## src/design/lut3d_pkg.sv

```systemverilog
package lut3d_pkg;

  // Table geometry
  localparam int GridBits   = 6;
  localparam int GridSize   = 1 << GridBits;
  localparam int GridMax    = GridSize - 1;
  localparam int FracBits   = 8 - GridBits;
  localparam int FracOne    = 1 << FracBits;
  localparam int TableBits  = 3 * GridBits;
  localparam int TableDepth = 1 << TableBits;
  localparam int EntryWidth = 24;

  // Blend arithmetic widths
  localparam int SumBits    = 3 * FracBits;
  localparam int WBits      = FracBits + 1;
  localparam int W2Bits     = 2 * FracBits + 1;
  localparam int W3Bits     = 3 * FracBits + 1;
  localparam int AccBits    = SumBits + 8;
  localparam int CornerBits = 3;

  localparam logic CmdWrite = 1'b0;
  localparam logic CmdMap   = 1'b1;

  typedef logic [GridBits-1:0]   cell_t;
  typedef logic [WBits-1:0]      wgt_t;
  typedef logic [W2Bits-1:0]     wgt2_t;
  typedef logic [W3Bits-1:0]     wgt3_t;
  typedef logic [AccBits-1:0]    acc_t;
  typedef logic [TableBits-1:0]  addr_t;
  typedef logic [EntryWidth-1:0] entry_t;

  typedef enum logic [1:0] {
    S_IDLE,
    S_RUN,
    S_FLUSH,
    S_DONE
  } seq_state_e;

  typedef struct packed {
    logic                  load;
    logic                  ram_we;
    logic                  issue;
    logic [CornerBits-1:0] corner;
    logic                  acc;
    logic                  out_load;
  } seq_ctl_t;

  // Drop the fraction bits, round to nearest with ties to even.
  function automatic logic [7:0] round_even(input acc_t total);
    acc_t q;
    acc_t rem;
    acc_t half;
    acc_t mask;
    mask = (AccBits'(1) << SumBits) - AccBits'(1);
    half = (AccBits'(1) << SumBits) >> 1;
    q    = total >> SumBits;
    rem  = total & mask;
    if ((SumBits > 0) && ((rem > half) || ((rem == half) && q[0]))) begin
      q = q + AccBits'(1);
    end
    return q[7:0];
  endfunction

endpackage

```

## src/design/lut3d_ctrl.sv

```systemverilog
module lut3d_ctrl (
  input  logic                clk_i,
  input  logic                rst_ni,
  input  logic                in_valid_i,
  output logic                in_stall_o,
  input  logic                cmd_i,
  output logic                out_valid_o,
  input  logic                out_stall_i,
  output lut3d_pkg::seq_ctl_t ctl_o
);

  lut3d_pkg::seq_state_e state_q, state_d;
  logic [lut3d_pkg::CornerBits-1:0] cnt_q, cnt_d;
  logic acc_q, acc_d;
  logic out_valid_q, out_valid_d;
  logic in_accept;
  logic out_free;

  assign in_stall_o = (state_q != lut3d_pkg::S_IDLE);
  assign in_accept  = in_valid_i && !in_stall_o;
  assign out_free   = !out_valid_q || !out_stall_i;

  always_comb begin
    state_d = state_q;
    unique case (state_q)
      lut3d_pkg::S_IDLE: begin
        if (in_accept && (cmd_i == lut3d_pkg::CmdMap)) begin
          state_d = lut3d_pkg::S_RUN;
        end
      end
      lut3d_pkg::S_RUN: begin
        if (cnt_q == {lut3d_pkg::CornerBits{1'b1}}) begin
          state_d = lut3d_pkg::S_FLUSH;
        end
      end
      lut3d_pkg::S_FLUSH: begin
        state_d = lut3d_pkg::S_DONE;
      end
      lut3d_pkg::S_DONE: begin
        if (out_free) begin
          state_d = lut3d_pkg::S_IDLE;
        end
      end
      default: state_d = lut3d_pkg::S_IDLE;
    endcase
  end

  always_comb begin
    ctl_o.load     = in_accept && (cmd_i == lut3d_pkg::CmdMap);
    ctl_o.ram_we   = in_accept && (cmd_i == lut3d_pkg::CmdWrite);
    ctl_o.issue    = (state_q == lut3d_pkg::S_RUN);
    ctl_o.corner   = cnt_q;
    ctl_o.acc      = acc_q;
    ctl_o.out_load = (state_q == lut3d_pkg::S_DONE) && out_free;
  end

  // Read data arrives in the cycle after its address is issued.
  assign cnt_d       = ctl_o.issue ? cnt_q + 1'b1 : '0;
  assign acc_d       = ctl_o.issue;
  assign out_valid_d = ctl_o.out_load || (out_valid_q && out_stall_i);
  assign out_valid_o = out_valid_q;

  always_ff @(posedge clk_i or negedge rst_ni) begin
    if (!rst_ni) begin
      state_q     <= lut3d_pkg::S_IDLE;
      cnt_q       <= '0;
      acc_q       <= 1'b0;
      out_valid_q <= 1'b0;
    end else begin
      state_q     <= state_d;
      cnt_q       <= cnt_d;
      acc_q       <= acc_d;
      out_valid_q <= out_valid_d;
    end
  end

endmodule

```

## config.mk

```make
export PLATFORM = sky130hd
export DESIGN_NAME = lut3d_ctrl
export DESIGN_NICKNAME = d
export VERILOG_FILES = /design/src/design/lut3d_pkg.sv /design/src/design/lut3d_ctrl.sv
export SDC_FILE = /design/constraint.sdc
export NUM_CORES = 1
export LEC_CHECK = 0
export BUFFER_PORTS_ARGS = -buffer_cell sky130_fd_sc_hd__buf_4
export CORE_AREA = 2 2 39 41
export DETAILED_ROUTE_END_ITERATION = 8
export DIE_AREA = 0 0 41 43
export PLACE_DENSITY_LB_ADDON = 0.15
export SLEW_MARGIN = 20
export SYNTH_ARGS = -nofsm -noshare
export SYNTH_HDL_FRONTEND = slang
export SYNTH_SLANG_ARGS = --single-unit
```

## constraint.sdc

```tcl
create_clock -name clk_i -period 2.03 [get_ports clk_i]
set_clock_uncertainty 0.2 [all_clocks]
set_input_delay 0.3045 -clock clk_i [delete_from_list [all_inputs] [get_ports clk_i]]
set_output_delay 0.3045 -clock clk_i [all_outputs]
set_load 0.03 [all_outputs]
```

==> results of run 1 <==
## power breakdown
part / switching, uW / total (uW) / internal (uW)
logic: 299 / 530 / 231
clock network: 55.7 / 128 / 72.2
registers: 42.5 / 238 / 196
## final timing paths
kind	to	slack [ns]	from	cells past startpoint
hold / removal	out_valid_o$_DFF_PN0_	0.07	out_stall_i	2
setup / recovery	ctl_o[7]	0.18	state_q[0]$_DFFE_PN0P_	4
max in group asynchronous	state_q[0]$_DFFE_PN0P_	1.30	rst_ni	2
min in group asynchronous	acc_q$_DFF_PN0_	0.19	rst_ni	2
setup reg to reg	state_q[1]$_DFFE_PN0P_	0.34	state_q[1]$_DFFE_PN0P_	5
hold reg to reg	cnt_q[0]$_DFF_PN0_	0.25	cnt_q[0]$_DFF_PN0_	1
## flip-flops by register name, indices dropped and copies added, names as in the netlist
register	count
acc_q	1
cnt_q	3
out_valid_o	1
state_q	2
## stage by stage
step | std cells | hold slack (ns)
after floorplan | 34 | -0.191
after global placement | 62 | -0.0793
after detailed placement | 62 | -0.0760
after CTS | 67 | 0.0567
after global routing | 67 | 0.0695
final | 67 | 0.0660
## logic make-up (layout without fill, tap and decap cells)
family / count (synthesis) / in the layout / share of synthesized area
AND/OR/NAND/NOR: 9 / 9 / 0.130
adder cells (fa/ha/maj): 7 / 7 / 0.212
flip-flops: 7 / 7 / 0.424
buffers and inverters: 6 / 23 / 0.0727
AO/OA/AOI/OAI: 3 / 3 / 0.100
multiplexers: 2 / 2 / 0.0606
## layer usage
layer,part of all wire,vias up
li1,-,141
met1,0.42,125
met2,0.53,6
met3,0.051,0
met4,0,0
met5,0,-
## cell usage after synthesis
master / n / area (um2)
ha_1: 7 / 87.6
mux2_4: 1 / 15.0
and3_2: 1 / 7.51
and2_1: 2 / 12.5
and2_4: 1 / 8.76
o221ai_4: 1 / 26.3
dfrtp_1: 7 / 175
mux2i_1: 1 / 10.0
a21o_1: 1 / 7.51
inv_1: 3 / 11.3
inv_2: 1 / 3.75
nand3_2: 1 / 10.0
nand2_1: 1 / 3.75
nor2_1: 3 / 11.3
buf_4: 2 / 15.0
a21boi_0: 1 / 7.51
## repair_timing
action	CTS	global route
hold endpoints to repair	7	0
hold buffers	1	0
endpoints found under the setup margin	0	0
## cell type report
| class | count | area [um2] |
|---|---|---|
| repair buffers | 15 | 115 |
| fillers | 139 | 823 |
| clock buffers | 3 | 22.5 |
| well taps | 16 | 20.0 |
| clock inverters | 1 | 5.00 |
| flip-flops and latches | 7 | 175 |
| inverters | 4 | 15.0 |
| multi-input cells | 21 | 208 |
## critical path, cell delays in order (launching register included)
cell     delay (ns)
dfrtp_1        0.38
inv_1          0.10
ha_1           0.23
and3_2         0.21
buf_4          0.16
==> impl_metrics.json, run 1 <==
{
  "status": "complete, no violations",
  "ir_drop_v": 0.000501,
  "grtUsageTotal": 0.108,
  "io_buffers": 14,
  "synth.distinct_cells": 16,
  "clock-sinks": 7,
  "n_antenna_cell": 0,
  "p_leak_uw": 0.000311,
  "die_w_um": 41,
  "fmax_mhz": 542,
  "p_per_area_nw_per_um2": 1600,
  "arrival_ns": 1.34,
  "cts_setup_buffers": 0,
  "fin_crit_sh": 0.909,
  "met2_usage": 0.159,
  "place_ws_ns": 0.341,
  "drt_first_pass_iters": 2,
  "routed_wl_um": 729,
  "cts_resized": 0,
  "detail_route.wl_per_cell_um": 10.9,
  "critPathLaunchType": "register",
  "synth_seq_area_share": 0.424,
  "start_util": 0.298,
  "rsz0062_at_grt": "no",
  "grt_pass1_vias": 274,
  "min_period_ns": 1.85,
  "syn_to_final_growth_pct": 35.8,
  "slew_headroom": 0.864,
  "fin_ws_ns": 0.185,
  "drcViolationCount": 0,
  "htree_num_levels": 1,
  "clk_pin_slew_worst_paths_ns": 0.06,
  "worstPathRequired_ns": 1.53,
  "synth_cells": 34,
  "postPlaceCellArea_um2": 523,
  "slew_violations": 0,
  "vias": 272,
  "drt-initial-drc-count": 2,
  "yosysWarningCount": 0,
  "core_area_um2": 1380,
  "antenna_found_initial": 0,
  "rows": 14,
  "cts_root_buf": "clkbuf_4",
  "synth-seq-cells": 7,
  "cp_max_fo": 4,
  "clk-insertion-delay-late_ns": 0.26,
  "fin_total_pwr_uw": 896,
  "hold_violations": 0,
  "dieArea_um2": 1760,
  "grt_max_degree": 8,
  "cts-buffers-inserted": 3,
  "drv_cap": 0,
  "clk_path_buf_depth": 2,
  "end_kind": "output pin",
  "setup_viol": 0,
  "syn_nets": 46,
  "tightest_slew_ns": 0.204,
  "layout_commonest_cell": "buf_4",
  "viasPerCell": 4.06,
  "avgSynthCellArea_um2": 12.1,
  "fin_area_um2": 561,
  "dp_hpwl_um": 608,
  "grt.overflow.total": 0,
  "grt.met1_usage": 0.115,
  "drive_gt1_frac": 0.471,
  "gpl.final_weighted_congestion": 0.669,
  "tns_ns": 0,
  "busiest_layer": "met2",
  "syn_area_um2": 413,
  "cts_tree": "yes",
  "final_cell_mix": "14 x buf_4, 7 x ha_1, 7 x dfrtp_1",
  "die_h_um": 43,
  "final_util": 0.405,
  "use_met3": 0.0471,
  "grt_pass1_wl_um": 1190,
  "hold_class": "in -> reg",
  "ant_nets": 0,
  "nets": 64,
  "num_io_pins": 15,
  "worstSetupPathType": "reg -> out"
}
No activity file was read; power rests on OpenSTA's default activity.
==> inputs of run 2 (changes only) <==
- ABC_AREA: default -> 1
==> run 2 against run 1 <==
Clock power down 6%. Via count rose by 21%. Die area unchanged. Critical endpoint unchanged. Critical path depth rose by 1. Highest routed layer unchanged. Largest cell class unchanged. Combinational power down 7.5%. Critical path type unchanged.
==> impl_metrics.json, run 2 <==
{
  "n_antenna_cell": 0,
  "cts-buffers-inserted": 3,
  "synthTopCellsByCount": "11 x nand2_1, 8 x inv_1, 7 x dfrtp_1, 7 x ha_1, 3 x nor2_1",
  "syn_nets": 58,
  "largest_reg_flops": 3,
  "nets": 76,
  "vias": 330,
  "grt_max_degree": 8,
  "synthMostInstantiatedCell": "nand2_1",
  "layout_commonest_cell": "buf_4",
  "syn_to_final_growth_pct": 36.1,
  "r2r_end": "state_q[1]$_DFFE_PN0P_",
  "p_leak_uw": 0.000334,
  "placed_cells": 74,
  "drive_gt1_frac": 0.333,
  "yosysTopAreaCellShare": 0.432,
  "cts_resized": 0,
  "clock-sinks": 7,
  "die_h_um": 43,
  "grt_pass1_vias": 274,
  "hold_violations": 0,
  "worstPathRequired_ns": 1.53,
  "cp_max_fo": 4,
  "ir_drop_v": 0.000574,
  "critPathLaunchType": "register",
  "fin_crit_sh": 0.883,
  "startpoint": "state_q[0]$_DFFE_PN0P_",
  "crit_family": "flip-flops",
  "avgSynthCellArea_um2": 8.81,
  "setup_viol": 0,
  "synth_cells": 46,
  "status": "complete, no violations",
  "synth_area_leaders": "dfrtp_1 43%, ha_1 22%, nand2_1 10%",
  "hold_class": "in -> reg",
  "io_buffers": 14,
  "grt_pass1_wl_um": 1030,
  "fmax_mhz": 558,
  "slew_violations": 0,
  "instances_no_fill": 79,
  "drv_cap": 0,
  "synth-main-ff-cell": "dfrtp_1",
  "cp_cell_sequence": "inv_1 > ha_1 > nand2_1 > nor2_1 > buf_4",
  "cts_tree": "yes",
  "detail_route.wl_per_cell_um": 8.28,
  "end_kind": "output pin",
  "ant_nets": 0,
  "rr_worst_depth": 6,
  "synth-seq-cells": 7,
  "tns_ns": 0,
  "gpl.final_weighted_congestion": 0.665,
  "seqCellArea_um2": 175,
  "dp_hpwl_um": 561,
  "timing.rr.start": "state_q[1]$_DFFE_PN0P_",
  "clk-insertion-delay-late_ns": 0.24,
  "rsz0062_at_grt": "no",
  "top_regs": "cnt_q (3), state_q (2)",
  "die_w_um": 41,
  "synth_seq_area_share": 0.432,
  "clk_pin_slew_worst_paths_ns": 0.05,
  "routed_wl_um": 654,
  "htree_num_levels": 1,
  "cp_slowest_cell": "dfrtp_1",
  "yosysWarningCount": 0,
  "multi_input_area_um2": 181,
  "cts_root_buf": "clkbuf_4",
  "viasPerCell": 4.18,
  "path_buf_inv": 2,
  "cp.depth": 5,
  "core_area_um2": 1380,
  "min_period_ns": 1.79,
  "grt.overflow.total": 0,
  "drt-initial-drc-count": 5,
  "worstSetupPathType": "reg -> out",
  "dieArea_um2": 1760,
  "slew_headroom": 0.841,
  "cts_setup_buffers": 0,
  "syn_area_um2": 405,
  "clk_path_buf_depth": 2,
  "reg2reg_setup_slack_ns": 0.57,
  "regMostFlops": "cnt_q",
  "drt_first_pass_iters": 3,
  "synthArstFlopShare": 1.00,
  "num_io_pins": 15,
  "synth_edf_count": 0,
  "start_util": 0.293,
  "fill_cells": 152,
  "tightest_slew_ns": 0.238,
  "crit_end": "ctl_o[7]",
  "yosys.area.top_type": "dfrtp_1",
  "rows": 14,
  "final_cell_mix": "14 x buf_4, 11 x nand2_1, 8 x inv_1, 7 x ha_1, 7 x dfrtp_1",
  "synth.distinct_cells": 13,
  "p_per_area_nw_per_um2": 1530,
  "drcViolationCount": 0,
  "arrival_ns": 1.29,
  "cpPeakStageDelay_ns": 0.41,
  "grtUsageTotal": 0.0910,
  "antenna_found_initial": 0,
  "fin_total_pwr_uw": 846
}
run 2: cell count changes after synthesis, sizes merged, moves of 2 or more:
| cell | change |
|---|---|
| a21oi | +2 |
| and2 | -3 |
| inv | +5 |
| nand2 | +10 |
| o21ai | +2 |
run 2: cell families (layout without fill, tap and decap cells):
group / after synthesis / after routing / share of synthesized area
DFF: 7 / 7 / 0.432
AOI/OAI and AO/OA: 4 / 4 / 0.0586
and+or+nand+nor: 17 / 17 / 0.173
adders and majority gates: 7 / 7 / 0.216
buffers and inverters: 11 / 28 / 0.120
run 2: area by class of cell:
cell class | count | area share
inverters | 9 | 0.0612
repair buffers | 15 | 0.209
flip-flops and latches | 7 | 0.317
clock buffers | 4 | 0.0476
well taps | 16 | 0.0363
multi-input cells | 28 | 0.329
run 2: worst min-delay path: stages:
cell	delay, ns
buf_4	0.09
nand2_1	0.04
nand2_1	0.05
run 2: worst min path at each step:
| stage | from | endpoint | slack (ns) | cells after the start |
|---|---|---|---|---|
| 3_5_place_dp | rst_ni | out_valid_o$_DFF_PN0_ | -0.08 | 1 |
| 5_1_grt | out_stall_i | out_valid_o$_DFF_PN0_ | 0.07 | 3 |
| 2_1_floorplan | rst_ni | acc_q$_DFF_PN0_ | -0.19 | 0 |
| 3_3_place_gp | rst_ni | out_valid_o$_DFF_PN0_ | -0.08 | 1 |
| 4_1_cts | out_stall_i | out_valid_o$_DFF_PN0_ | 0.07 | 3 |
| 6_report | out_stall_i | out_valid_o$_DFF_PN0_ | 0.08 | 3 |
run 2: stage by stage:
stage / hold slack, ns / setup slack (ns) / cell area [um2] / util
6_report: 0.0775 / 0.237 / 552 / 0.399
5_1_grt: 0.0662 / 0.0964 / 552 / 0.399
4_1_cts: 0.0742 / 0.209 / 552 / 0.399
3_5_place_dp: -0.0801 / 0.489 / 515 / 0.373
3_3_place_gp: -0.0789 / 0.491 / 515 / 0.373
2_1_floorplan: -0.191 / 0.394 / 405 / -
run 2: timing repair:
| action | in CTS | in global routing |
|---|---|---|
| setup endpoints to repair | 0 | 0 |
| endpoints found under the hold margin | 7 | 0 |
| hold buffers | 1 | 0 |
run 2: per-layer routing:
metal | global-route usage | up-vias | part of all wire
li1 | - | 170 | -
met1 | 0.102 | 146 | 0.41
met2 | 0.128 | 14 | 0.49
met3 | 0.0785 | 0 | 0.10
met4 | 0.0200 | 0 | 0
met5 | 0 | - | 0
run 2: report_power, final:
group	switching (uW)	internal, uW
logic	307	183
clock network	45.3	74.6
registers	40.4	195
total	392	453
