## src/design/lut3d_pkg.sv

```systemverilog
package lut3d_pkg;

  // Table geometry
  localparam int GridBits   = 6;
  localparam int GridSize   = 1 << GridBits;
  localparam int GridMax    = GridSize - 1;
  localparam int FracBits   = 8 - GridBits;
  localparam int FracOne    = 1 << FracBits;
  localparam int TableBits  = 3 * GridBits;
  localparam int TableDepth = 1 << TableBits;
  localparam int EntryWidth = 24;

  // Blend arithmetic widths
  localparam int SumBits    = 3 * FracBits;
  localparam int WBits      = FracBits + 1;
  localparam int W2Bits     = 2 * FracBits + 1;
  localparam int W3Bits     = 3 * FracBits + 1;
  localparam int AccBits    = SumBits + 8;
  localparam int CornerBits = 3;

  localparam logic CmdWrite = 1'b0;
  localparam logic CmdMap   = 1'b1;

  typedef logic [GridBits-1:0]   cell_t;
  typedef logic [WBits-1:0]      wgt_t;
  typedef logic [W2Bits-1:0]     wgt2_t;
  typedef logic [W3Bits-1:0]     wgt3_t;
  typedef logic [AccBits-1:0]    acc_t;
  typedef logic [TableBits-1:0]  addr_t;
  typedef logic [EntryWidth-1:0] entry_t;

  typedef enum logic [1:0] {
    S_IDLE,
    S_RUN,
    S_FLUSH,
    S_DONE
  } seq_state_e;

  typedef struct packed {
    logic                  load;
    logic                  ram_we;
    logic                  issue;
    logic [CornerBits-1:0] corner;
    logic                  acc;
    logic                  out_load;
  } seq_ctl_t;

  // Drop the fraction bits, round to nearest with ties to even.
  function automatic logic [7:0] round_even(input acc_t total);
    acc_t q;
    acc_t rem;
    acc_t half;
    acc_t mask;
    mask = (AccBits'(1) << SumBits) - AccBits'(1);
    half = (AccBits'(1) << SumBits) >> 1;
    q    = total >> SumBits;
    rem  = total & mask;
    if ((SumBits > 0) && ((rem > half) || ((rem == half) && q[0]))) begin
      q = q + AccBits'(1);
    end
    return q[7:0];
  endfunction

endpackage

```

## src/design/lut3d_blend.sv

```systemverilog
module lut3d_blend (
  input  logic                clk_i,
  input  lut3d_pkg::seq_ctl_t ctl_i,
  input  logic [7:0]          pixel_c0_i,
  input  logic [7:0]          pixel_c1_i,
  input  logic [7:0]          pixel_c2_i,
  input  lut3d_pkg::entry_t   rdata_i,
  output lut3d_pkg::addr_t    corner_addr_o,
  output logic [7:0]          out_c0_o,
  output logic [7:0]          out_c1_o,
  output logic [7:0]          out_c2_o
);

  logic [7:0]          px [3];
  lut3d_pkg::cell_t    cell_d [3];
  lut3d_pkg::cell_t    cell_q [3];
  lut3d_pkg::wgt_t     frac [3];
  lut3d_pkg::wgt_t     w_lo [3];
  lut3d_pkg::wgt_t     w_hi [3];
  lut3d_pkg::wgt2_t    w01_d [4];
  lut3d_pkg::wgt2_t    w01_q [4];
  lut3d_pkg::wgt_t     w2_q [2];
  lut3d_pkg::wgt3_t    wt_q;
  lut3d_pkg::acc_t     sum_q [3];
  logic [7:0]          out_q [3];
  lut3d_pkg::cell_t    a0, a1, a2;

  assign px[0] = pixel_c0_i;
  assign px[1] = pixel_c1_i;
  assign px[2] = pixel_c2_i;

  // Split each channel into grid cell and fraction; clamp the top cell.
  always_comb begin
    for (int i = 0; i < 3; i++) begin
      cell_d[i] = lut3d_pkg::GridBits'(px[i] >> lut3d_pkg::FracBits);
      frac[i]   = lut3d_pkg::WBits'(px[i] & 8'(lut3d_pkg::FracOne - 1));
      if (cell_d[i] == lut3d_pkg::cell_t'(lut3d_pkg::GridMax)) begin
        frac[i] = '0;
      end
      w_lo[i] = lut3d_pkg::WBits'(lut3d_pkg::FracOne) - frac[i];
      w_hi[i] = frac[i];
    end
  end

  // Partial weights over axes 0 and 1, index {b0, b1}.
  always_comb begin
    for (int k = 0; k < 4; k++) begin
      w01_d[k] = lut3d_pkg::W2Bits'(
                   lut3d_pkg::W2Bits'(k[1] ? w_hi[0] : w_lo[0]) *
                   lut3d_pkg::W2Bits'(k[0] ? w_hi[1] : w_lo[1]));
    end
  end

  always_ff @(posedge clk_i) begin
    if (ctl_i.load) begin
      for (int i = 0; i < 3; i++) begin
        cell_q[i] <= cell_d[i];
      end
      for (int k = 0; k < 4; k++) begin
        w01_q[k] <= w01_d[k];
      end
      w2_q[0] <= w_lo[2];
      w2_q[1] <= w_hi[2];
    end
  end

  // Corner bits: b0 = corner[2], b1 = corner[1], b2 = corner[0].
  assign a0 = cell_q[0] + lut3d_pkg::cell_t'(ctl_i.corner[2]);
  assign a1 = cell_q[1] + lut3d_pkg::cell_t'(ctl_i.corner[1]);
  assign a2 = cell_q[2] + lut3d_pkg::cell_t'(ctl_i.corner[0]);
  assign corner_addr_o = {a2, a0, a1};

  // Align the corner weight with the read data.
  always_ff @(posedge clk_i) begin
    wt_q <= lut3d_pkg::W3Bits'(
              lut3d_pkg::W3Bits'(w01_q[ctl_i.corner[2:1]]) *
              lut3d_pkg::W3Bits'(w2_q[ctl_i.corner[0]]));
  end

  // Skip zero-weight corners: they may wrap past the table edge or be unwritten.
  always_ff @(posedge clk_i) begin
    for (int ch = 0; ch < 3; ch++) begin
      if (ctl_i.load) begin
        sum_q[ch] <= '0;
      end else if (ctl_i.acc && (wt_q != '0)) begin
        sum_q[ch] <= sum_q[ch] + lut3d_pkg::AccBits'(
                       lut3d_pkg::AccBits'(wt_q) *
                       lut3d_pkg::AccBits'(rdata_i[8*ch +: 8]));
      end
    end
  end

  always_ff @(posedge clk_i) begin
    if (ctl_i.out_load) begin
      for (int ch = 0; ch < 3; ch++) begin
        out_q[ch] <= lut3d_pkg::round_even(sum_q[ch]);
      end
    end
  end

  assign out_c0_o = out_q[0];
  assign out_c1_o = out_q[1];
  assign out_c2_o = out_q[2];

endmodule

```

## config.mk

```make
export PLATFORM = sky130hd
export DESIGN_NAME = lut3d_blend
export DESIGN_NICKNAME = d
export VERILOG_FILES = /design/src/design/lut3d_pkg.sv /design/src/design/lut3d_blend.sv
export SDC_FILE = /design/constraint.sdc
export NUM_CORES = 1
export LEC_CHECK = 0
export ABC_CLOCK_PERIOD_IN_PS = 5690
export BUFFER_PORTS_ARGS = -buffer_cell sky130_fd_sc_hd__buf_2
export CORE_MARGIN = 3
export CORE_UTILIZATION = 30
export CTS_BUF_LIST = sky130_fd_sc_hd__clkbuf_4
export DETAILED_ROUTE_END_ITERATION = 7
export PLACE_DENSITY_LB_ADDON = 0.25
export SLEW_MARGIN = 20
export SYNTH_ARGS = -nofsm -noshare
export SYNTH_HDL_FRONTEND = slang
export SYNTH_SLANG_ARGS = --single-unit
```

## constraint.sdc

```tcl
create_clock -name clk_i -period 5.69 [get_ports clk_i]
set_input_delay 1.138 -clock clk_i [delete_from_list [all_inputs] [get_ports clk_i]]
set_output_delay 1.138 -clock clk_i [all_outputs]
set_load 0.005 [all_outputs]
```

==> out/metrics.cfg, run 1 <==
[clock_tree]
cts.sinks = 111
cts_root_buf = clkbuf_4
clock_latency_ns = 0.58
hold_buffers = 0
post_cts_resize_count = 0
clk_path_buf_depth = 2
cts_setup_buffers = 0
h-tree-depth = 3
tritoncts = done
cts_buffers = 9
path_clk_slew_ns = 0.23

[min_path]
hold_path_class = register to register
worstHoldStart = w01_q[1][0]$_DFFE_PP_
worstHoldPathCells = 1
hold_path_end = wt_q[0]$_DFF_P_

[global_route]
grt_pass1_vias = 8186
grt_max_degree = 43
grt.overflow.total = 0
grt_pass1_wl_um = 41200
antenna_found_initial = 12
grt_util_all_layers_pct = 12.6

[setup_path]
worst_r2r_path_depth = 13
startpoint_type = register
rrSetupSlack_ns = 0.55
critical_path.top_delay_family = adder cells
cp-end-kind = register
arrival_ns = 5.57
critical_path.max_stage_delay_ns = 0.95
r2r-start = wt_q[6]$_DFF_P_
required_ns = 6.12
path_buf_inv = 2
cp_common_cell = fa_1
rr_endpoint = sum_q[2][13]$_SDFFCE_PN0P_
criticalPathCategory = register to register
cp.depth = 13
path_cells = and2_1, fa_1, fa_1, fa_1, inv_1, fa_1, inv_1, ha_1, and2_1, o41ai_2, a31oi_1, or3_1, a21oi_1
cp_max_fo = 20
crit_slowest_cell = dfxtp_1

[layout]
final_common_cell = inv_1
fillers = 3815
area_delta_synth_final_pct = 11.2
instances_no_fill = 1728
drive_above_1_share_pct = 10.7
finish.utilization_pct = 34.2
finalNetCount = 1523
layout_common_cells = inv_1 (230), fa_1 (131), ha_1 (120)

[detailed_routing]
vias = 7614
drcViolationCount = 0
avgViaCountPerCell = 4.41
drt_iter0_drc = 338
ant_nets = 0
route.detailed.wl_per_inst_um = 13.8
drt-total-wl_um = 23900
dr.pass1.iters = 5

[timing]
fin_setup_tns_ns = 0
drv_slew = 0
max_freq_mhz = 195
rsz0062_at_grt = false
max-slew-margin-rel_pct = 40.1
post-route-period-util_pct = 90.3
worstMarginPinSlew_ns = 0.899
finalHoldViolCount = 0
period_needed_ns = 5.14
fin_skew_ns = 0.0388
setup_violations = 0

[synthesis]
syn_inst = 1116
yosysUniqueCellTypes = 46
ys_top_cells_by_area = edfxtp_1 (27%), fa_1 (23%), ha_1 (13%)
yosysWarnings = 0
synth_top_area_share_pct = 27.5
syn_area_um2 = 11400
yosysTopAreaCell = edfxtp_1
synth_fp_nets = 1424
ys_ff_latch = 111
syn_avg_cell_area_um2 = 10.2
ys_seq_area_share_pct = 28.7

[placement]
post-dp-hpwl_um = 19400
gp_congestion = 0.804
placed_cells = 1708
portBuffers = 96

[floorplan]
die_y_um = 201
fp.dieW_um = 201
core_area_um2 = 37000
rows = 70
die_area_um2 = 40200
pin_count = 99
start_util_pct = 30.7

[outcome]
status = completed

[run]
maxCapViolations = 0

[worst max path at each step]
stage	to	startpoint	slack [ns]
4_1_cts	sum_q[2][13]$_SDFFCE_PN0P_	wt_q[6]$_DFF_P_	0.48
5_1_grt	sum_q[2][13]$_SDFFCE_PN0P_	wt_q[6]$_DFF_P_	0.23
2_1_floorplan	sum_q[2][13]$_SDFFCE_PN0P_	rdata_i[18]	0.72
3_5_place_dp	sum_q[2][13]$_SDFFCE_PN0P_	rdata_i[19]	0.19
6_report	sum_q[2][13]$_SDFFCE_PN0P_	wt_q[6]$_DFF_P_	0.55
3_3_place_gp	sum_q[2][13]$_SDFFCE_PN0P_	rdata_i[19]	0.23
[stage by stage]
stage          setup WS [ns]  hold WS (ns)  cell area (um2)
3_3_place_gp           0.227         0.487            12500
6_report               0.550         0.532            12600
3_5_place_dp           0.192         0.487            12500
4_1_cts                0.480         0.535            12600
2_1_floorplan          0.724         0.467            11400
5_1_grt                0.234         0.559            12600
[registers in the layout, indices dropped and copies added, names as in the netlist]
name    flops
out_q      24
w01_q      16
w2_q        4
sum_q      42
wt_q        7
cell_q     18
[metal layers]
metal | share of wire [%] | routed length (um) | global-route usage (%)
met2 | 45 | 10900 | 20.3
met3 | 4.3 | 1030 | 3.26
met1 | 49 | 11600 | 17.1
met4 | 1.1 | 260 | 2.71
met5 | 0.53 | 127 | 0
[synthesized netlist by cell type, drive strengths merged]
| cell | count |
|---|---|
| o41ai | 3 |
| xor2 | 18 |
| and4 | 4 |
| o21a | 5 |
| and3 | 7 |
| o21ai | 17 |
| nand2 | 117 |
| inv | 230 |
| nand3 | 20 |
| or4 | 1 |
| or3 | 4 |
| and2 | 103 |
| a211oi | 9 |
| o211ai | 1 |
| nand4 | 8 |
| a21o | 9 |
| nor4 | 5 |
| a41oi | 1 |
| nor2b | 5 |
| mux4 | 3 |
| mux2 | 2 |
| o31a | 2 |
| nor3 | 6 |
| nand2b | 3 |
| clkbuf | 14 |
| mux2i | 1 |
| o31ai | 2 |
| o22ai | 1 |
| or2b | 1 |
| xnor2 | 60 |
| or2 | 1 |
| a22oi | 1 |
| o221ai | 3 |
| edfxtp | 104 |
| dfxtp | 7 |
| o21bai | 6 |
| fa | 131 |
| a21oi | 19 |
| buf | 4 |
| ha | 120 |
| a31oi | 4 |
| a221oi | 1 |
| nor2 | 53 |
[area by class of cell]
type                    instances  area, um2  area share, %
inverters                     230        863           6.83
diodes                          4       10.0         0.0792
flip-flops and latches        111       3260           25.8
multi-input cells             757       7150           56.6
repair buffers                106        556           4.40
well taps                     504        631           4.99
clock inverters                 7       96.3          0.763
clock buffers                   9       67.6          0.535
[logic make-up after synthesis]
| kind of cell | Yosys count | share of synthesized area (%) |
|---|---|---|
| flops | 111 | 28.7 |
| compound gates | 84 | 4.99 |
| buf+inv | 248 | 8.42 |
| simple gates | 338 | 14.7 |
| fa+ha+maj | 251 | 36.3 |
| mux | 6 | 0.881 |
| xor+xnor | 78 | 6.01 |
Power of run 1 is left out: the tool's default activity adds up to more than one toggle a clock period on the data nets, which glitch-free logic cannot reach.
==> run 2: changes to the inputs <==
--- a/config.mk
+++ b/config.mk
@@ -11,7 +11,9 @@
 export CORE_UTILIZATION = 30
 export CTS_BUF_LIST = sky130_fd_sc_hd__clkbuf_4
 export DETAILED_ROUTE_END_ITERATION = 7
+export GPL_TIMING_DRIVEN = 0
 export PLACE_DENSITY_LB_ADDON = 0.25
+export SKIP_CTS_REPAIR_TIMING = 1
 export SLEW_MARGIN = 20
 export SYNTH_ARGS = -nofsm -noshare
 export SYNTH_HDL_FRONTEND = slang
==> constraint.sdc (replaced) <==
create_clock -name clk_i -period 5.69 [get_ports clk_i]
set_input_delay 1.138 -clock clk_i [delete_from_list [all_inputs] [get_ports clk_i]]
set_output_delay 1.138 -clock clk_i [all_outputs]
set_load 0.01 [all_outputs]
==> out/metrics.cfg, run 2 (synthesis results as in run 1) <==
[timing]
fin_hold_ws_ns = 0.547
setup_violations = 0
fin_setup_tns_ns = 0
period_needed_ns = 5.27
max_freq_mhz = 190
max-slew-margin-rel_pct = 41.3
drv_slew = 0
finalHoldViolCount = 0
fin_skew_ns = 0.0287
rsz0062_at_grt = false
post-route-period-util_pct = 92.6
worstMarginPinSlew_ns = 0.881

[layout]
largestRegisters = sum_q x42, out_q x24, cell_q x18
largest_reg_flops = 42
design_area_um2 = 12600
area_delta_synth_final_pct = 11.1
drive_above_1_share_pct = 10.3
finalNetCount = 1532
layout_common_cells = inv_1 (230), fa_1 (131), ha_1 (120)
finish.utilization_pct = 34.2
final_common_cell = inv_1
largest_register = sum_q

[min_path]
hold_path_class = register to register

[setup_path]
criticalPathCategory = register to register
startpoint_type = register
crit_slowest_cell = dfxtp_1
critical_path.max_stage_delay_ns = 0.73
arrival_ns = 5.67
cp_common_cell = fa_1
rrSetupSlack_ns = 0.42
path_cells = clkbuf_1, and2_1, fa_1, fa_1, fa_1, inv_1, fa_1, inv_1, ha_1, and2_1, o41ai_2, a31oi_1, or3_1, a21oi_1
cp_max_fo = 10
cp-end-kind = register
required_ns = 6.09

[clock_tree]
tritoncts = done
path_clk_slew_ns = 0.19
clk_path_buf_depth = 2
h-tree-depth = 3
cts.sinks = 111
cts_root_buf = clkbuf_4
clock_latency_ns = 0.55
cts_buffers = 9

[run]
maxCapViolations = 0

[floorplan]
die_y_um = 201
pin_count = 99
start_util_pct = 30.7
die_area_um2 = 40200
rows = 70
fp.dieW_um = 201
core_area_um2 = 37000

[global_route]
antenna_found_initial = 10
grt_pass1_wl_um = 43600
grt.overflow.total = 0
grt_max_degree = 42
grt_util_all_layers_pct = 13.6
grt_pass1_vias = 8361

[detailed_routing]
ant_nets = 0
drcViolationCount = 0
avgViaCountPerCell = 4.55
route.detailed.wl_per_inst_um = 15.1
dr.pass1.iters = 7
drt-total-wl_um = 26200
vias = 7898
drt_iter0_drc = 343

[outcome]
status = completed

[placement]
place_area_um2 = 12500
post-dp-hpwl_um = 21400
portBuffers = 96
gp_congestion = 0.828

[run 2: worst max-delay path: cells and delay by family (launching register included)]
family	cells	cell delay (ns)
buf+inv	3	0.54
fa+ha+maj	5	2.34
flops	1	0.73
simple gates	3	0.78
compound gates	3	0.73
[run 2: path summary, 6_finish.rpt]
check / start / endpoint / cells past startpoint
setup reg to reg: wt_q[6]$_DFF_P_ / sum_q[2][13]$_SDFFCE_PN0P_ / 14
hold reg to reg: w01_q[1][0]$_DFFE_PP_ / wt_q[0]$_DFF_P_ / 1
hold / removal: w01_q[1][0]$_DFFE_PP_ / wt_q[0]$_DFF_P_ / 1
setup / recovery: wt_q[6]$_DFF_P_ / sum_q[2][13]$_SDFFCE_PN0P_ / 14
[run 2: routing by layer]
metal | vias to the layer above | GRT usage [%] | routed length, um
li1 | 3774 | - | -
met3 | 45 | 3.81 | 1840
met1 | 3873 | 17.1 | 11300
met2 | 188 | 22.9 | 12400
met4 | 18 | 3.96 | 455
met5 | - | 0 | 136
[run 2: area by class of cell]
class / instances / area (um2)
antenna: 1 / 2.50
clock buffer: 9 / 67.6
multi-input combinational: 757 / 7140
timing repair buffer: 97 / 500
fill: 3887 / 24300
clock inverter: 7 / 62.6
buffer: 18 / 95.1
tap: 504 / 631
inverter: 230 / 863
sequential: 111 / 3260
[run 2: through the flow]
stage / setup slack [ns] / cells
after floorplan: 0.724 / 1116
after global placement: 0.195 / 1716
after detailed placement: 0.196 / 1717
after CTS: 0.213 / 1733
after global routing: 0.0546 / 1734
final: 0.420 / 1734
Power of run 2 is left out for the same reason.
==> run 3: changes to the inputs <==
--- a/config.mk
+++ b/config.mk
@@ -5,7 +5,8 @@
 export SDC_FILE = /design/constraint.sdc
 export NUM_CORES = 1
 export LEC_CHECK = 0
-export ABC_CLOCK_PERIOD_IN_PS = 5690
+export ABC_AREA = 1
+export ABC_CLOCK_PERIOD_IN_PS = 5450
 export BUFFER_PORTS_ARGS = -buffer_cell sky130_fd_sc_hd__buf_2
 export CORE_MARGIN = 3
 export CORE_UTILIZATION = 30
==> constraint.sdc (replaced) <==
create_clock -name clk_i -period 5.45 [get_ports clk_i]
set_input_delay 1.09 -clock clk_i [delete_from_list [all_inputs] [get_ports clk_i]]
set_output_delay 1.09 -clock clk_i [all_outputs]
set_load 0.01 [all_outputs]
==> out/metrics.cfg, run 3 <==
[setup_path]
cp_max_fo = 10
cp_common_cell = nand2_1
criticalPathCategory = register to register
path_cells = buf_2, clkbuf_1, nand2_1, fa_1, fa_1, inv_1, fa_1, inv_1, fa_1, inv_1, ha_1, nand2_1, nand2_1, nand2_1, nand2_1, nand2_1, nand2_1, nor2_1, nand2_1, nand2_1, nor2_1
rrSetupSlack_ns = 0.31
startpoint_type = register
critical_path.top_delay_family = adder cells
cp-end-kind = register
arrival_ns = 5.49
rr_endpoint = sum_q[2][13]$_SDFFCE_PN0P_
critical_path.max_stage_delay_ns = 0.61
r2r-start = wt_q[6]$_DFF_P_
path_buf_inv = 5
required_ns = 5.80
worst_r2r_path_depth = 21
crit_slowest_cell = clkbuf_1

[layout]
finalNetCount = 1948
layout_common_cells = nand2_1 (424), inv_1 (422), fa_1 (131)
final_common_cell = nand2_1
drive_above_1_share_pct = 8.39
largest_reg_flops = 42
largestRegisters = sum_q x42, out_q x24, cell_q x18
area_delta_synth_final_pct = 10.5
largest_register = sum_q
fillers = 4344

[min_path]
worstHoldStart = w01_q[1][0]$_DFFE_PP_
hold_path_class = register to register
worstHoldPathCells = 2
hold_path_end = wt_q[0]$_DFF_P_

[synthesis]
syn_inst = 1534
ys_seq_area_share_pct = 26.5
yosysTopAreaCell = edfxtp_1
synthMostInstantiatedCell = nand2_1
async_flop_share_pct = 0
yosysWarnings = 0
synth_fp_nets = 1842
synth_top_area_share_pct = 25.3
ys_ff_latch = 111
yosysUniqueCellTypes = 34
syn_avg_cell_area_um2 = 8.04
synth_common_cells = nand2_1 (425), inv_1 (422), fa_1 (131)
synth_edf_count = 104
ys.flop_type = edfxtp_1
ys_top_cells_by_area = edfxtp_1 (25%), fa_1 (21%), nand2_1 (13%)
syn_area_um2 = 12300

[floorplan]
core_area_um2 = 40200
start_util_pct = 30.7
die_y_um = 209
fp.dieW_um = 209
die_area_um2 = 43600
rows = 73
pin_count = 99

[detailed_routing]
avgViaCountPerCell = 4.37
vias = 9481
drcViolationCount = 0
route.detailed.wl_per_inst_um = 13.2
drt-total-wl_um = 28600
dr.pass1.iters = 5
ant_nets = 0
drt_iter0_drc = 408

[timing]
setup_slack_ns = 0.311
post-route-period-util_pct = 94.3
setup_violations = 0
rsz0062_at_grt = false
finalHoldViolCount = 0
fin_skew_ns = 0.0231
period_needed_ns = 5.14
drv_slew = 0
fin_setup_tns_ns = 0
max-slew-margin-rel_pct = 36.5
max_freq_mhz = 195
worstMarginPinSlew_ns = 0.952

[clock_tree]
clk_path_buf_depth = 2
cts_buffers = 9
h-tree-depth = 3
clock_latency_ns = 0.57
cts.sinks = 111
cts_root_buf = clkbuf_4
path_clk_slew_ns = 0.21
tritoncts = done

[global_route]
antenna_found_initial = 4
grt_pass1_wl_um = 48300
grt_max_degree = 43
grt_util_all_layers_pct = 13.7
grt_pass1_vias = 9763
grt.overflow.total = 0

[placement]
post-dp-hpwl_um = 23500
gp_congestion = 0.835
dp_slack_ns = 0.331
portBuffers = 95

[outcome]
status = completed

[run]
maxCapViolations = 0

-- run 3: how the worst max path moves through the flow --
| stage | start | endpoint | slack (ns) | cells past startpoint |
|---|---|---|---|---|
| 3_5_place_dp | rdata_i[16] | sum_q[2][13]$_SDFFCE_PN0P_ | 0.33 | 20 |
| 4_1_cts | wt_q[6]$_DFF_P_ | sum_q[2][13]$_SDFFCE_PN0P_ | 0.30 | 21 |
| 6_report | wt_q[6]$_DFF_P_ | sum_q[2][13]$_SDFFCE_PN0P_ | 0.31 | 21 |
| 5_1_grt | wt_q[6]$_DFF_P_ | sum_q[2][13]$_SDFFCE_PN0P_ | 0.03 | 21 |
| 3_3_place_gp | rdata_i[16] | sum_q[2][13]$_SDFFCE_PN0P_ | 0.32 | 20 |
| 2_1_floorplan | rdata_i[23] | sum_q[2][13]$_SDFFCE_PN0P_ | 0.88 | 20 |
-- run 3: worst min-delay path: cells and delay by family (launching register included) --
family / cells / cell delay [ns]
buf+inv: 1 / 0.04
flops: 1 / 0.42
simple gates: 1 / 0.07
-- run 3: cells by family after synthesis --
logic type | share of synthesized area [%]
compound gates | 2.81
fa+ha+maj | 33.5
flops | 26.5
xor+xnor | 3.06
simple gates | 20.2
buf+inv | 14.0
-- run 3: cell type report --
cell class	count	area, um2	share of cell area, %
clock inverters	7	82.6	0.606
well taps	525	657	4.82
clock buffers	9	67.6	0.496
diodes	2	5.00	0.0367
repair buffers	95	475	3.49
inverters	424	1590	11.7
flip-flops and latches	111	3260	24.0
multi-input cells	973	7340	53.9
plain buffers	26	134	0.983
-- run 3: stage by stage --
stage | hold slack, ns | util (%) | area (um2) | cells
after floorplan | 0.456 | - | 12300 | 1534
after global placement | 0.493 | 33.5 | 13500 | 2154
after detailed placement | 0.494 | 33.5 | 13500 | 2154
after CTS | 0.550 | 33.9 | 13600 | 2170
after global routing | 0.591 | 33.9 | 13600 | 2172
final | 0.540 | 33.9 | 13600 | 2172
-- run 3: layer usage --
layer	vias up	part of all wire [%]	wire length, um	GRT usage (%)
met4	4	2.5	728	4.73
met2	181	47	13400	22.9
met5	-	0.049	14	0
li1	4770	-	-	-
met3	46	4.9	1400	2.88
met1	4480	46	13100	17.8
Power of run 3 is left out for the same reason.
